### src/hw/rtl/bdm_pkg.sv
`timescale 1ns / 1ps

package bdm_pkg;

  localparam int MAX_SIDE_LOG2 = 6;

  localparam int K_W       = 3;
  localparam int PIXEL_W   = 8;
  localparam int MODE_W    = 3;
  localparam int METRIC_W  = 28;
  localparam int CNT_W     = 2 * MAX_SIDE_LOG2;
  localparam int ABOVE_W   = 2 * MAX_SIDE_LOG2 + 1;
  localparam int SUM_W     = 2 * MAX_SIDE_LOG2 + PIXEL_W;
  localparam int SQ_W      = 2 * MAX_SIDE_LOG2 + 2 * PIXEL_W;
  localparam int CSQ_W     = 2 * MAX_SIDE_LOG2 + 2 * PIXEL_W - 1;
  localparam int NUM_W     = SQ_W + 2 * MAX_SIDE_LOG2;
  localparam int WIDE_W    = NUM_W + 8;
  localparam int V_W       = SQ_W + 16;
  localparam int ROOT_W    = V_W / 2;
  localparam int N_W       = 2 * ((1 << K_W) - 1) + 1;

  localparam int ADDR_W    = 4;
  localparam int DATA_W    = 32;

  localparam int Q_DEPTH   = 2;
  localparam int Q_PTR_W   = (Q_DEPTH > 1) ? $clog2(Q_DEPTH) : 1;
  localparam int Q_CNT_W   = $clog2(Q_DEPTH + 1);

  localparam logic [PIXEL_W-1:0]  CENTER_VALUE = 8'd128;
  localparam logic [METRIC_W-1:0] METRIC_MAX   = {METRIC_W{1'b1}};

  localparam logic [MODE_W-1:0] MODE_COUNT = 3'd0;
  localparam logic [MODE_W-1:0] MODE_SUM_A = 3'd1;
  localparam logic [MODE_W-1:0] MODE_SUM_B = 3'd2;
  localparam logic [MODE_W-1:0] MODE_ROOT  = 3'd3;
  localparam logic [MODE_W-1:0] MODE_VAR   = 3'd4;
  localparam logic [MODE_W-1:0] MODE_MSE   = 3'd5;

  localparam logic [1:0] REG_MODE      = 2'd0;
  localparam logic [1:0] REG_THRESHOLD = 2'd1;
  localparam logic [1:0] REG_SIDE      = 2'd2;

  typedef struct packed {
    logic [MODE_W-1:0]  mode;
    logic [PIXEL_W-1:0] threshold;
    logic [K_W-1:0]     side;
  } cfg_t;

  typedef struct packed {
    logic [MODE_W-1:0]  mode;
    logic [K_W-1:0]     side;
    logic [ABOVE_W-1:0] above_count;
    logic [SUM_W-1:0]   value_sum;
    logic [SQ_W-1:0]    square_sum;
    logic [CSQ_W-1:0]   centered_square_sum;
  } block_t;

  typedef enum logic [2:0] {
    ST_IDLE,
    ST_CALC,
    ST_VAR,
    ST_SQRT,
    ST_DONE
  } back_state_t;

  function automatic logic [K_W-1:0] eff_side(input logic [K_W-1:0] s);
    if ({1'b0, s} > (K_W + 1)'(MAX_SIDE_LOG2)) begin
      return K_W'(MAX_SIDE_LOG2);
    end
    return s;
  endfunction

  function automatic logic [METRIC_W-1:0] sat_metric(input logic [WIDE_W-1:0] v);
    if (v > WIDE_W'(METRIC_MAX)) begin
      return METRIC_MAX;
    end
    return v[METRIC_W-1:0];
  endfunction

endpackage

### src/hw/rtl/bdm_regs.sv
`timescale 1ns / 1ps

module bdm_regs (
  input  logic                       clk,
  input  logic                       rst_n,
  input  logic                       psel,
  input  logic                       penable,
  input  logic                       pwrite,
  input  logic [bdm_pkg::ADDR_W-1:0] paddr,
  input  logic [bdm_pkg::DATA_W-1:0] pwdata,
  output logic [bdm_pkg::DATA_W-1:0] prdata,
  output logic                       pready,
  output bdm_pkg::cfg_t              cfg
);

  bdm_pkg::cfg_t cfg_r;
  bdm_pkg::cfg_t cfg_nxt;
  logic          wr_en;

  assign pready = 1'b1;
  assign wr_en  = psel && penable && pwrite;
  assign cfg    = cfg_r;

  always_comb begin
    cfg_nxt = cfg_r;
    if (wr_en) begin
      case (paddr[3:2])
        bdm_pkg::REG_MODE:      cfg_nxt.mode      = pwdata[bdm_pkg::MODE_W-1:0];
        bdm_pkg::REG_THRESHOLD: cfg_nxt.threshold = pwdata[bdm_pkg::PIXEL_W-1:0];
        bdm_pkg::REG_SIDE:      cfg_nxt.side      = pwdata[bdm_pkg::K_W-1:0];
        default:                cfg_nxt           = cfg_r;
      endcase
    end
  end

  always_ff @(posedge clk) begin
    if (!rst_n) begin
      cfg_r.mode      <= bdm_pkg::MODE_MSE;
      cfg_r.threshold <= bdm_pkg::PIXEL_W'(1);
      cfg_r.side      <= bdm_pkg::K_W'(3);
    end else begin
      cfg_r <= cfg_nxt;
    end
  end

  always_comb begin
    case (paddr[3:2])
      bdm_pkg::REG_MODE:      prdata = bdm_pkg::DATA_W'(cfg_r.mode);
      bdm_pkg::REG_THRESHOLD: prdata = bdm_pkg::DATA_W'(cfg_r.threshold);
      bdm_pkg::REG_SIDE:      prdata = bdm_pkg::DATA_W'(cfg_r.side);
      default:                prdata = '0;
    endcase
  end

endmodule

### src/hw/rtl/bdm_front.sv
`timescale 1ns / 1ps

module bdm_front (
  input  logic                        clk,
  input  logic                        rst_n,
  input  bdm_pkg::cfg_t               cfg,
  input  logic                        accept,
  input  logic [bdm_pkg::PIXEL_W-1:0] pixel,
  output logic                        q_push,
  output bdm_pkg::block_t             q_data
);

  logic [bdm_pkg::CNT_W-1:0]   count_r;
  logic [bdm_pkg::CNT_W-1:0]   count_nxt;
  logic [bdm_pkg::ABOVE_W-1:0] above_r;
  logic [bdm_pkg::ABOVE_W-1:0] above_nxt;
  logic [bdm_pkg::SUM_W-1:0]   sum_r;
  logic [bdm_pkg::SUM_W-1:0]   sum_nxt;
  logic [bdm_pkg::SQ_W-1:0]    sq_r;
  logic [bdm_pkg::SQ_W-1:0]    sq_nxt;
  logic [bdm_pkg::CSQ_W-1:0]   csq_r;
  logic [bdm_pkg::CSQ_W-1:0]   csq_nxt;

  logic [bdm_pkg::K_W-1:0]     k;
  logic [bdm_pkg::N_W-1:0]     n;
  logic [bdm_pkg::N_W-1:0]     taken;
  logic [bdm_pkg::PIXEL_W-1:0] dev;
  logic [bdm_pkg::ABOVE_W-1:0] above_add;
  logic [bdm_pkg::SUM_W-1:0]   sum_add;
  logic [bdm_pkg::SQ_W-1:0]    sq_add;
  logic [bdm_pkg::CSQ_W-1:0]   csq_add;
  logic                        block_end;

  always_comb begin
    k     = bdm_pkg::eff_side(cfg.side);
    n     = bdm_pkg::N_W'(1) << {k, 1'b0};
    taken = bdm_pkg::N_W'(count_r) + bdm_pkg::N_W'(1);
    dev   = (pixel >= bdm_pkg::CENTER_VALUE) ? pixel - bdm_pkg::CENTER_VALUE
                                             : bdm_pkg::CENTER_VALUE - pixel;

    above_add = above_r + bdm_pkg::ABOVE_W'(pixel >= cfg.threshold);
    sum_add   = sum_r + bdm_pkg::SUM_W'(pixel);
    sq_add    = sq_r + bdm_pkg::SQ_W'(pixel * pixel);
    csq_add   = csq_r + bdm_pkg::CSQ_W'(dev * dev);
    block_end = taken >= n;

    q_push                     = accept && block_end;
    q_data.mode                = cfg.mode;
    q_data.side                = k;
    q_data.above_count         = above_add;
    q_data.value_sum           = sum_add;
    q_data.square_sum          = sq_add;
    q_data.centered_square_sum = csq_add;

    count_nxt = count_r;
    above_nxt = above_r;
    sum_nxt   = sum_r;
    sq_nxt    = sq_r;
    csq_nxt   = csq_r;
    if (accept) begin
      if (block_end) begin
        count_nxt = '0;
        above_nxt = '0;
        sum_nxt   = '0;
        sq_nxt    = '0;
        csq_nxt   = '0;
      end else begin
        count_nxt = taken[bdm_pkg::CNT_W-1:0];
        above_nxt = above_add;
        sum_nxt   = sum_add;
        sq_nxt    = sq_add;
        csq_nxt   = csq_add;
      end
    end
  end

  always_ff @(posedge clk) begin
    if (!rst_n) begin
      count_r <= '0;
      above_r <= '0;
      sum_r   <= '0;
      sq_r    <= '0;
      csq_r   <= '0;
    end else begin
      count_r <= count_nxt;
      above_r <= above_nxt;
      sum_r   <= sum_nxt;
      sq_r    <= sq_nxt;
      csq_r   <= csq_nxt;
    end
  end

`ifndef ASSERT_OFF
  a_clear_after_end: assert property (@(posedge clk) disable iff (!rst_n)
    q_push |=> (count_r == '0) && (sum_r == '0) && (above_r == '0))
    else $error("block sums not cleared after block end");
`endif

endmodule

### src/hw/rtl/bdm_queue.sv
`timescale 1ns / 1ps

module bdm_queue (
  input  logic            clk,
  input  logic            rst_n,
  input  logic            push,
  input  bdm_pkg::block_t push_data,
  output logic            full,
  input  logic            pop,
  output bdm_pkg::block_t pop_data,
  output logic            empty
);

  bdm_pkg::block_t              mem_r [bdm_pkg::Q_DEPTH];
  logic [bdm_pkg::Q_PTR_W-1:0]  wr_ptr_r;
  logic [bdm_pkg::Q_PTR_W-1:0]  wr_ptr_nxt;
  logic [bdm_pkg::Q_PTR_W-1:0]  rd_ptr_r;
  logic [bdm_pkg::Q_PTR_W-1:0]  rd_ptr_nxt;
  logic [bdm_pkg::Q_CNT_W-1:0]  count_r;
  logic [bdm_pkg::Q_CNT_W-1:0]  count_nxt;
  logic                         do_push;
  logic                         do_pop;

  assign full     = count_r == bdm_pkg::Q_CNT_W'(bdm_pkg::Q_DEPTH);
  assign empty    = count_r == '0;
  assign pop_data = mem_r[rd_ptr_r];
  assign do_push  = push && !full;
  assign do_pop   = pop && !empty;

  always_comb begin
    wr_ptr_nxt = wr_ptr_r;
    rd_ptr_nxt = rd_ptr_r;
    count_nxt  = count_r;
    if (do_push) begin
      wr_ptr_nxt = (wr_ptr_r == bdm_pkg::Q_PTR_W'(bdm_pkg::Q_DEPTH - 1)) ? '0
                                                                         : wr_ptr_r + 1'b1;
    end
    if (do_pop) begin
      rd_ptr_nxt = (rd_ptr_r == bdm_pkg::Q_PTR_W'(bdm_pkg::Q_DEPTH - 1)) ? '0
                                                                         : rd_ptr_r + 1'b1;
    end
    if (do_push && !do_pop) begin
      count_nxt = count_r + 1'b1;
    end else if (do_pop && !do_push) begin
      count_nxt = count_r - 1'b1;
    end
  end

  always_ff @(posedge clk) begin
    if (!rst_n) begin
      wr_ptr_r <= '0;
      rd_ptr_r <= '0;
      count_r  <= '0;
    end else begin
      wr_ptr_r <= wr_ptr_nxt;
      rd_ptr_r <= rd_ptr_nxt;
      count_r  <= count_nxt;
    end
  end

  always_ff @(posedge clk) begin
    if (do_push) begin
      mem_r[wr_ptr_r] <= push_data;
    end
  end

`ifndef ASSERT_OFF
  a_count_bound: assert property (@(posedge clk) disable iff (!rst_n)
    count_r <= bdm_pkg::Q_CNT_W'(bdm_pkg::Q_DEPTH))
    else $error("block queue count out of range");

  a_no_overflow: assert property (@(posedge clk) disable iff (!rst_n)
    !(push && full))
    else $error("finished block pushed into a full queue");
`endif

endmodule

### src/hw/rtl/bdm_back.sv
`timescale 1ns / 1ps

module bdm_back (
  input  logic                         clk,
  input  logic                         rst_n,
  input  logic                         q_empty,
  input  bdm_pkg::block_t              q_data,
  output logic                         q_pop,
  input  logic                         out_pop,
  output logic                         out_empty,
  output logic [bdm_pkg::METRIC_W-1:0] out_metric
);

  bdm_pkg::back_state_t          state_r;
  bdm_pkg::back_state_t          state_nxt;
  bdm_pkg::block_t               blk_r;
  bdm_pkg::block_t               blk_nxt;
  logic [bdm_pkg::NUM_W-1:0]     prod_r;
  logic [bdm_pkg::NUM_W-1:0]     prod_nxt;
  logic [bdm_pkg::V_W-1:0]       v_r;
  logic [bdm_pkg::V_W-1:0]       v_nxt;
  logic [bdm_pkg::V_W-1:0]       res_r;
  logic [bdm_pkg::V_W-1:0]       res_nxt;
  logic [bdm_pkg::V_W-1:0]       bit_r;
  logic [bdm_pkg::V_W-1:0]       bit_nxt;
  logic [bdm_pkg::METRIC_W-1:0]  result_r;
  logic [bdm_pkg::METRIC_W-1:0]  result_nxt;
  logic                          out_valid_r;
  logic                          out_valid_nxt;
  logic [bdm_pkg::METRIC_W-1:0]  out_data_r;
  logic [bdm_pkg::METRIC_W-1:0]  out_data_nxt;

  logic [bdm_pkg::V_W-1:0]       trial;
  logic [bdm_pkg::NUM_W-1:0]     num;
  logic [bdm_pkg::NUM_W-1:0]     diff;
  logic [bdm_pkg::WIDE_W-1:0]    wide;

  assign out_empty  = !out_valid_r;
  assign out_metric = out_data_r;

  always_comb begin
    state_nxt     = state_r;
    blk_nxt       = blk_r;
    prod_nxt      = prod_r;
    v_nxt         = v_r;
    res_nxt       = res_r;
    bit_nxt       = bit_r;
    result_nxt    = result_r;
    out_valid_nxt = out_valid_r && !out_pop;
    out_data_nxt  = out_data_r;
    q_pop         = 1'b0;

    trial = res_r + bit_r;
    num   = bdm_pkg::NUM_W'(blk_r.square_sum) << {blk_r.side, 1'b0};
    diff  = num - prod_r;
    wide  = '0;

    case (state_r)
      bdm_pkg::ST_IDLE: begin
        if (!q_empty) begin
          q_pop     = 1'b1;
          blk_nxt   = q_data;
          state_nxt = bdm_pkg::ST_CALC;
        end
      end
      bdm_pkg::ST_CALC: begin
        state_nxt = bdm_pkg::ST_DONE;
        case (blk_r.mode)
          bdm_pkg::MODE_COUNT: begin
            wide       = bdm_pkg::WIDE_W'(blk_r.above_count) << 8;
            result_nxt = bdm_pkg::sat_metric(wide);
          end
          bdm_pkg::MODE_SUM_A, bdm_pkg::MODE_SUM_B: begin
            wide       = bdm_pkg::WIDE_W'(blk_r.value_sum) << 8;
            result_nxt = bdm_pkg::sat_metric(wide);
          end
          bdm_pkg::MODE_ROOT: begin
            v_nxt     = {blk_r.square_sum, 16'd0};
            res_nxt   = '0;
            bit_nxt   = bdm_pkg::V_W'(1) << (bdm_pkg::V_W - 2);
            state_nxt = bdm_pkg::ST_SQRT;
          end
          bdm_pkg::MODE_VAR: begin
            prod_nxt  = bdm_pkg::NUM_W'(blk_r.value_sum * blk_r.value_sum);
            state_nxt = bdm_pkg::ST_VAR;
          end
          bdm_pkg::MODE_MSE: begin
            wide       = (bdm_pkg::WIDE_W'(blk_r.centered_square_sum) << 8)
                         >> {blk_r.side, 1'b0};
            result_nxt = bdm_pkg::sat_metric(wide);
          end
          default: begin
            result_nxt = '0;
          end
        endcase
      end
      bdm_pkg::ST_VAR: begin
        wide = (bdm_pkg::WIDE_W'(diff) << 8) >> {blk_r.side, 2'b00};
        if (num <= prod_r) begin
          result_nxt = '0;
        end else begin
          result_nxt = bdm_pkg::sat_metric(wide);
        end
        state_nxt = bdm_pkg::ST_DONE;
      end
      bdm_pkg::ST_SQRT: begin
        if (v_r >= trial) begin
          v_nxt   = v_r - trial;
          res_nxt = (res_r >> 1) + bit_r;
        end else begin
          res_nxt = res_r >> 1;
        end
        bit_nxt = bit_r >> 2;
        if (bit_r[0]) begin
          result_nxt = bdm_pkg::sat_metric(bdm_pkg::WIDE_W'(res_nxt[bdm_pkg::ROOT_W:0]));
          state_nxt  = bdm_pkg::ST_DONE;
        end
      end
      bdm_pkg::ST_DONE: begin
        if (!out_valid_r || out_pop) begin
          out_valid_nxt = 1'b1;
          out_data_nxt  = result_r;
          state_nxt     = bdm_pkg::ST_IDLE;
        end
      end
      default: begin
        state_nxt = bdm_pkg::ST_IDLE;
      end
    endcase
  end

  always_ff @(posedge clk) begin
    if (!rst_n) begin
      state_r     <= bdm_pkg::ST_IDLE;
      out_valid_r <= 1'b0;
    end else begin
      state_r     <= state_nxt;
      out_valid_r <= out_valid_nxt;
    end
  end

  always_ff @(posedge clk) begin
    blk_r      <= blk_nxt;
    prod_r     <= prod_nxt;
    v_r        <= v_nxt;
    res_r      <= res_nxt;
    bit_r      <= bit_nxt;
    result_r   <= result_nxt;
    out_data_r <= out_data_nxt;
  end

`ifndef ASSERT_OFF
  a_load_from_done: assert property (@(posedge clk) disable iff (!rst_n)
    $rose(out_valid_r) |-> $past(state_r == bdm_pkg::ST_DONE))
    else $error("result register loaded outside the done state");
`endif

endmodule

### src/hw/rtl/block_difference_metric_unit.sv
`timescale 1ns / 1ps

// Block difference metric unit. Pixels of a square block are pushed one per cycle; after
// the last pixel of the block (4^side_log2 of them) one Q8 metric appears on the result side,
// selected by metric_mode. The front accumulates at one pixel per cycle and hands each
// finished block to a two-entry queue, so input stalls only when two finished blocks wait
// for the back end. The back end handles one block at a time: count, sum and deviation modes
// finish in its calc state, variance adds a further state (one 20 by 20 multiply, then subtract
// and scale), and the root mode runs a square-root unit that settles one result bit per cycle
// over 22 steps. The result register then holds the metric until it is popped.
module block_difference_metric_unit (
  input  logic                         clk,
  input  logic                         rst_n,
  input  logic                         push,
  output logic                         full,
  input  logic [bdm_pkg::PIXEL_W-1:0]  in_pixel,
  output logic                         empty,
  input  logic                         pop,
  output logic [bdm_pkg::METRIC_W-1:0] out_metric_q8,
  input  logic                         psel,
  input  logic                         penable,
  input  logic                         pwrite,
  input  logic [bdm_pkg::ADDR_W-1:0]   paddr,
  input  logic [bdm_pkg::DATA_W-1:0]   pwdata,
  output logic [bdm_pkg::DATA_W-1:0]   prdata,
  output logic                         pready
);

  bdm_pkg::cfg_t   cfg;
  bdm_pkg::block_t push_blk;
  bdm_pkg::block_t pop_blk;
  logic            q_push;
  logic            q_pop;
  logic            q_full;
  logic            q_empty;

  assign full = q_full;

  bdm_regs u_regs (
    .clk     (clk),
    .rst_n   (rst_n),
    .psel    (psel),
    .penable (penable),
    .pwrite  (pwrite),
    .paddr   (paddr),
    .pwdata  (pwdata),
    .prdata  (prdata),
    .pready  (pready),
    .cfg     (cfg)
  );

  bdm_front u_front (
    .clk    (clk),
    .rst_n  (rst_n),
    .cfg    (cfg),
    .accept (push && !q_full),
    .pixel  (in_pixel),
    .q_push (q_push),
    .q_data (push_blk)
  );

  bdm_queue u_queue (
    .clk       (clk),
    .rst_n     (rst_n),
    .push      (q_push),
    .push_data (push_blk),
    .full      (q_full),
    .pop       (q_pop),
    .pop_data  (pop_blk),
    .empty     (q_empty)
  );

  bdm_back u_back (
    .clk        (clk),
    .rst_n      (rst_n),
    .q_empty    (q_empty),
    .q_data     (pop_blk),
    .q_pop      (q_pop),
    .out_pop    (pop),
    .out_empty  (empty),
    .out_metric (out_metric_q8)
  );

endmodule
### config.mk
export PLATFORM = sky130hd
export DESIGN_NAME = block_difference_metric_unit
export DESIGN_NICKNAME = d
export VERILOG_FILES = /design/src/hw/rtl/bdm_pkg.sv /design/src/hw/rtl/bdm_regs.sv /design/src/hw/rtl/bdm_front.sv /design/src/hw/rtl/bdm_queue.sv /design/src/hw/rtl/bdm_back.sv /design/src/hw/rtl/block_difference_metric_unit.sv
export SDC_FILE = /design/constraint.sdc
export NUM_CORES = 2
export LEC_CHECK = 0
export BUFFER_PORTS_ARGS = -buffer_cell sky130_fd_sc_hd__buf_2
export CELL_PAD_IN_SITES_DETAIL_PLACEMENT = 0
export CELL_PAD_IN_SITES_GLOBAL_PLACEMENT = 1
export CORE_MARGIN = 10
export CORE_UTILIZATION = 40
export CTS_BUF_LIST = sky130_fd_sc_hd__clkbuf_4 sky130_fd_sc_hd__clkbuf_8
export CTS_CLUSTER_SIZE = 20
export DETAILED_ROUTE_END_ITERATION = 10
export MAX_ROUTING_LAYER = met4
export PLACE_DENSITY = 0.68
export SLEW_MARGIN = 20
export SYNTH_ARGS = -nofsm -noshare
export SYNTH_HDL_FRONTEND = slang
export SYNTH_SLANG_ARGS = --single-unit
export TNS_END_PERCENT = 30
### constraint.sdc
create_clock -name clk -period 10.5 [get_ports clk]
set_input_delay 2.625 -clock clk [delete_from_list [all_inputs] [get_ports clk]]
set_output_delay 2.625 -clock clk [all_outputs]
set_load 0.03 [all_outputs]
# --- After elaboration in Yosys (flattened, before gate mapping) ---
# Memories as Yosys holds them, arrays and structs flattened. A register that Yosys moved wholly into a read port is not among the register bits.
# Index checks and enable logic that the tools add are counted.
op_classes:
  addsub: 15
  mul: 3
  n_lt_le_gt_ge: 10
  eq_ne: 18
  shifts: 4
  n_mux: 57
  bitwise: 1
  n_reduce_logical: 35
op_table:
  columns: ["op", "n"]
  rows:
  - ["$mux W28", 11]
  - ["$pmux W44 S2", 3]
  - ["$mux W44", 5]
  - ["$pmux W28 S4", 1]
  - ["$gt A48 B28 Y1 const B", 2]
  - ["$pmux W28 S3", 1]
  - ["$shr A35 B4 Y48", 1]
  - ["$shr A48 B5 Y48", 1]
  - ["$add A43 B44 Y44", 1]
  - ["$add A44 B44 Y44", 1]
  - ["$ge A44 B44 Y1", 1]
  - ["$sub A44 B44 Y44", 1]
  - ["$le A40 B40 Y1", 1]
  - ["$mul A20 B20 Y40", 1]
  - ["$shl A28 B4 Y40", 1]
  - ["$sub A40 B40 Y40", 1]
  - ["$mul A8 B8 Y16", 2]
  - ["$add A28 B16 Y28", 1]
  - ["$gt A21 B28 Y1 const B", 1]
  - ["$gt A28 B28 Y1 const B", 1]
  - ["$add A27 B16 Y27", 1]
  - ["$mux W27", 1]
  - ["$pmux W8 S3", 1]
  - ["$mux W1", 21]
  - ["39 further kinds", 81]
totals:
  register_bits: 350
  ram_bits: 188
  in_bits: 51
  out_inout_bits: 63
  word_cells: 163
  mem_count: 1
memory_table:
  columns: ["memory", "words", "width", "rd", "rd_ports_with_merged_regs", "wr", "line_no", "source"]
  rows:
  - ["u_queue.mem_r", 2, 94, 1, 1, 1, "bdm_queue.sv:14", "bdm_pkg::block_t mem_r [bdm_pkg::Q_DEPTH];"]

# --- Depth between registers and ports, before layout ---
logic_depth:
  depth_word: 11
  ltp_mapped: 30
  depth_no_buf: 29

# --- Modules after synthesis ---
# From an unflattened synthesis, not the netlist that was laid out.
hier_totals:
  cells_unflattened: 5264
  area_unflattened_um2: 51585.7
by_module_without_submodules:
  columns: ["module", "instances", "cells_per_inst", "area_each_um2", "seq_area_each_um2"]
  rows:
  - ["bdm_back", 1, 3557, 33259.4, 9058.7]
  - ["bdm_front", 1, 1285, 10377.5, 2001.9]
  - ["bdm_queue", 1, 317, 7028.0, 5745.5]
  - ["bdm_regs", 1, 104, 907.1, 280.3]
  - ["block_difference_metric_unit", 1, 1, 13.8, 0.0]

# --- Worst setup path before layout ---
# Ideal clock, no wire load.
synth_timing:
  path_type: "input port to flip-flop"
  start: "in push"
  end: "mem u_queue.mem_r[0][0] in the netlist's numbering, enable pin"
  setup_time_ps: 662
  t_arrival_ps: 9666
  required_ps: 9838
  slack_ps: 172
  stages: 5
  path_buffers: 3
  path_cell_list: "nand2_1 -> clkbuf_1 -> buf_1 -> clkbuf_1 -> nor3_1"
synth_via:
  elab_chain_cells: 5
synth_lines:
  columns: ["element", "line_no", "source"]
  rows:
  - ["start: declaration", "block_difference_metric_unit.sv:14", "input logic push,"]
  - ["$logic_and A1 B1 Y1", "block_difference_metric_unit.sv:56", ".accept (push && !q_full),"]
  - ["$logic_and A1 B1 Y1", "bdm_front.sv:47", "q_push = accept && block_end;"]
  - ["$logic_and A1 B1 Y1", "bdm_queue.sv:27", "assign do_push = push && !full;"]
  - ["$mux W1", "bdm_queue.sv:62", "if (do_push) begin"]
  - ["$mux W1 (not written as such)", "bdm_queue.sv:63", "mem_r[wr_ptr_r] <= push_data;"]
  - ["end: declaration", "bdm_queue.sv:14", null]
# Every way passes these cells.

# --- Final worst setup path ---
layout_timing:
  start: "reg u_back.blk_r[66] in the netlist's numbering"
  end: "reg u_back.prod_r[37] in the netlist's numbering, data pin"
layout_via:
  elab_chain_cells: 1
layout_lines:
  columns: ["element", "line_no", "source"]
  rows:
  - ["start: declaration", "bdm_back.sv:16", "bdm_pkg::block_t blk_r;"]
  - ["start signal: assignment", "bdm_back.sv:143", "blk_r <= blk_nxt;"]
  - ["$mul A20 B20 Y40", "bdm_back.sv:84", "prod_nxt = bdm_pkg::NUM_W'(blk_r.value_sum * blk_r.value_sum);"]
  - ["end signal: assignment", "bdm_back.sv:144", "prod_r <= prod_nxt;"]
  - ["end: declaration", "bdm_back.sv:18", "logic [bdm_pkg::NUM_W-1:0] prod_r;"]
# Every way passes these cells.
# A chain may end at the register's enable or synchronous reset.

==> results.ini <==
[run_status]
outcome=finished clean

[die]
area_of_the_core_region_sq_um=129000
initial_core_util_pct=40.2
floorplan.die_area_sq_um=145000
num_rows=132
chipWidth_microns=380
io_pins=114
die-height_microns=380

[clock_tree]
cts_tree=done
clk_pin_slew_worst_paths_ps=70
clock_tree.htree_level_count=3
cts_setup_buffers=0
cts_hold_buf=0
cts_num_sinks=609
post_cts_resized=0
cts_inserted_buffers=102
cts_root_buffer=sky130_fd_sc_hd__clkbuf_8
clkLatencyLatePin_ps=820
clk_path_buf_depth=3

[timing]
timing.fmax_mhz=118
hold_violations=0
min_period_over_period_pct=80.9
clock_period_minus_worst_slack_ps=8500
hold_slack_ps=416
clock_skew_ps=39.6
totalNegativeSetupSlack_ps=0
slew_viol_final=0
timing_worst_slew_pin_value_ps=1110
setup-violations-final=0
max-slew-margin-rel_pct=26.2
rsz0062_at_grt=no

[finish]
final_layout_net_count=6130
layout-area-overhead-vs-synth_pct=8.57
mostFrequentLayoutCell=sky130_fd_sc_hd__inv_1
mostFrequentLayoutCells=sky130_fd_sc_hd__inv_1 (589), sky130_fd_sc_hd__edfxtp_1 (487), sky130_fd_sc_hd__nand2_1 (452)
layout_cells_sized_above_1_pct=10.0

[critical_path]
worst_path_max_delay_cell=sky130_fd_sc_hd__edfxtp_1
worst-setup-path-type=flip-flop to flip-flop
cpPeakStageDelay_ps=1080
setup.worst_path.end_class=flip-flop
worstPathMaxFanout=19
required_time_of_the_critical_path_ps=11060
critical_path.startpoint_type=flip-flop
worst_ep_arrival_time_ps=9060

[place]
dp.final_hpwl_mm=108
place_congestion=0.909
io_buffers=62

[route]
drc=0
detail-route-antenna-nets=0
totalWireLength_mm=143
detail_route.first_pass.iterations=6
via_count=38500
drt_iter0_drc=2843
detail_route.wl_per_cell_microns=19.9
via_per_inst=5.37

[synth]
synth_area_per_cell_sq_um=9.73
synth-edff-count=487
postSynth.topFlopCell=sky130_fd_sc_hd__edfxtp_1
syn-instance-count=5341
synth_seq_area_share_pct=32.8
synth_top_cells_by_area=sky130_fd_sc_hd__edfxtp_1 (28%), sky130_fd_sc_hd__fa_1 (14%), sky130_fd_sc_hd__ha_1 (9.3%), sky130_fd_sc_hd__dfxtp_1 (4.7%), sky130_fd_sc_hd__inv_1 (4.3%)
yosysTopAreaCellShare_pct=28.1
netlist_area_sq_um=52000
yosys_register_bits=609
synthArstFlopShare_pct=0
yosys_warnings=0
synthDistinctLibCells=109
synth_top_cell_by_area=sky130_fd_sc_hd__edfxtp_1

[grt]
vias_in_the_first_global_route=38200
gr-total-overflow=0
grt_use_total_pct=19.9
grt_max_degree=104
wire_length_of_the_first_global_routing_pass_mm=223
grt_antenna_before_repair=5

[worst_hold_path]
worstHoldPathType=flip-flop to flip-flop

[flow_run]
max-cap-violations=0

cell type report:
cell class | count | area, sq um
antenna | 3 | 7.51
clock buffer | 125 | 1600
clock inverter | 68 | 837
fill | 12500 | 72900
inverter | 596 | 2240
multi-input combinational | 3889 | 31700
sequential | 609 | 17100
tap | 1742 | 2180
timing repair buffer | 131 | 841
layer usage:
metal | track usage, % | share of wire [%] | up-vias
met4 | 4.32 | 1.8 | 0
met3 | 3.04 | 4.9 | 162
li1 | - | - | 18600
met1 | 27.7 | 48 | 18900
met5 | - | 0 | -
met2 | 30.4 | 45 | 860
per-stage QoR:
| step | utilization [%] | instance area [sq um] | setup WS (ps) | instances |
|---|---|---|---|---|
| after floorplan | - | 52100 | 172 | 5370 |
| after global placement | 41.7 | 54000 | 1320 | 6967 |
| after detailed placement | 41.7 | 54000 | 1300 | 6967 |
| after CTS | 43.6 | 56400 | 2030 | 7160 |
| after global routing | 43.6 | 56400 | 1560 | 7163 |
| final | 43.6 | 56400 | 2000 | 7163 |
sequential cells by signal, summed over array words and instances (netlist names):
signal,count
u_back.bit_r,22
u_back.blk_r,94
u_back.out_metric,28
u_back.out_valid_r,1
u_back.prod_r,39
u_back.res_r,44
u_back.result_r,28
u_back.state_r,3
u_back.v_r,44
u_front.above_r,13
u_front.count_r,12
u_front.csq_r,27
u_front.sq_r,28
u_front.sum_r,20
u_queue.count_r,2
u_queue.mem_r,188
u_queue.rd_ptr_r,1
u_queue.wr_ptr_r,1
u_regs.cfg,14
synthesized netlist by cell type, drive strengths merged (35+ instances only):
library cell and n:
ha 387, nand4 50, inv 592, clkbuf 175
and3 58, xor2 127, a31oi 53, mux2i 98
dfxtp 122, nand2 454, nor2 369, nor3 83
o21ai 242, a21o 72, buf 101, and2 137
edfxtp 487, o21bai 38, xnor2 165, mux2 137
fa 363, a21oi 332, nand3 147, nor2b 35
a211oi 44
critical path, delay by kind of cell, from the launching register on:
family | cells | cell delay (ps)
xor gates and xnor gates | 1 | 90
buffers and inverters | 7 | 370
AOI/OAI and AO/OA | 9 | 2060
adders and majority gates | 8 | 4010
DFF | 1 | 1080
and+or+nand+nor | 2 | 600
cells by family after synthesis:
family,synth area share [%]
AND/OR/NAND/NOR,14.1
AO/OA/AOI/OAI,13.2
buffers and inverters,6.63
adder cells (fa/ha/maj),23.3
flip-flops,32.8
XOR/XNOR,4.92
multiplexers,5.03
other,0.0144
final timing paths:
check,start,to,slack [ps],cells after the start
worst max-delay path,u_back.blk_r[66]$_DFFE_PP_,u_back.prod_r[37]$_DFFE_PP_,2000,27
worst min-delay path,u_back.result_r[14]$_DFFE_PP_,u_back.out_metric[14]$_DFFE_PP_,420,0
worst max register to register,u_back.blk_r[66]$_DFFE_PP_,u_back.prod_r[37]$_DFFE_PP_,2000,27
worst min register to register,u_back.result_r[14]$_DFFE_PP_,u_back.out_metric[14]$_DFFE_PP_,420,0
Power is left out: the tool's default activity adds up to more than one toggle a clock period on the data nets, which glitch-free logic cannot reach.
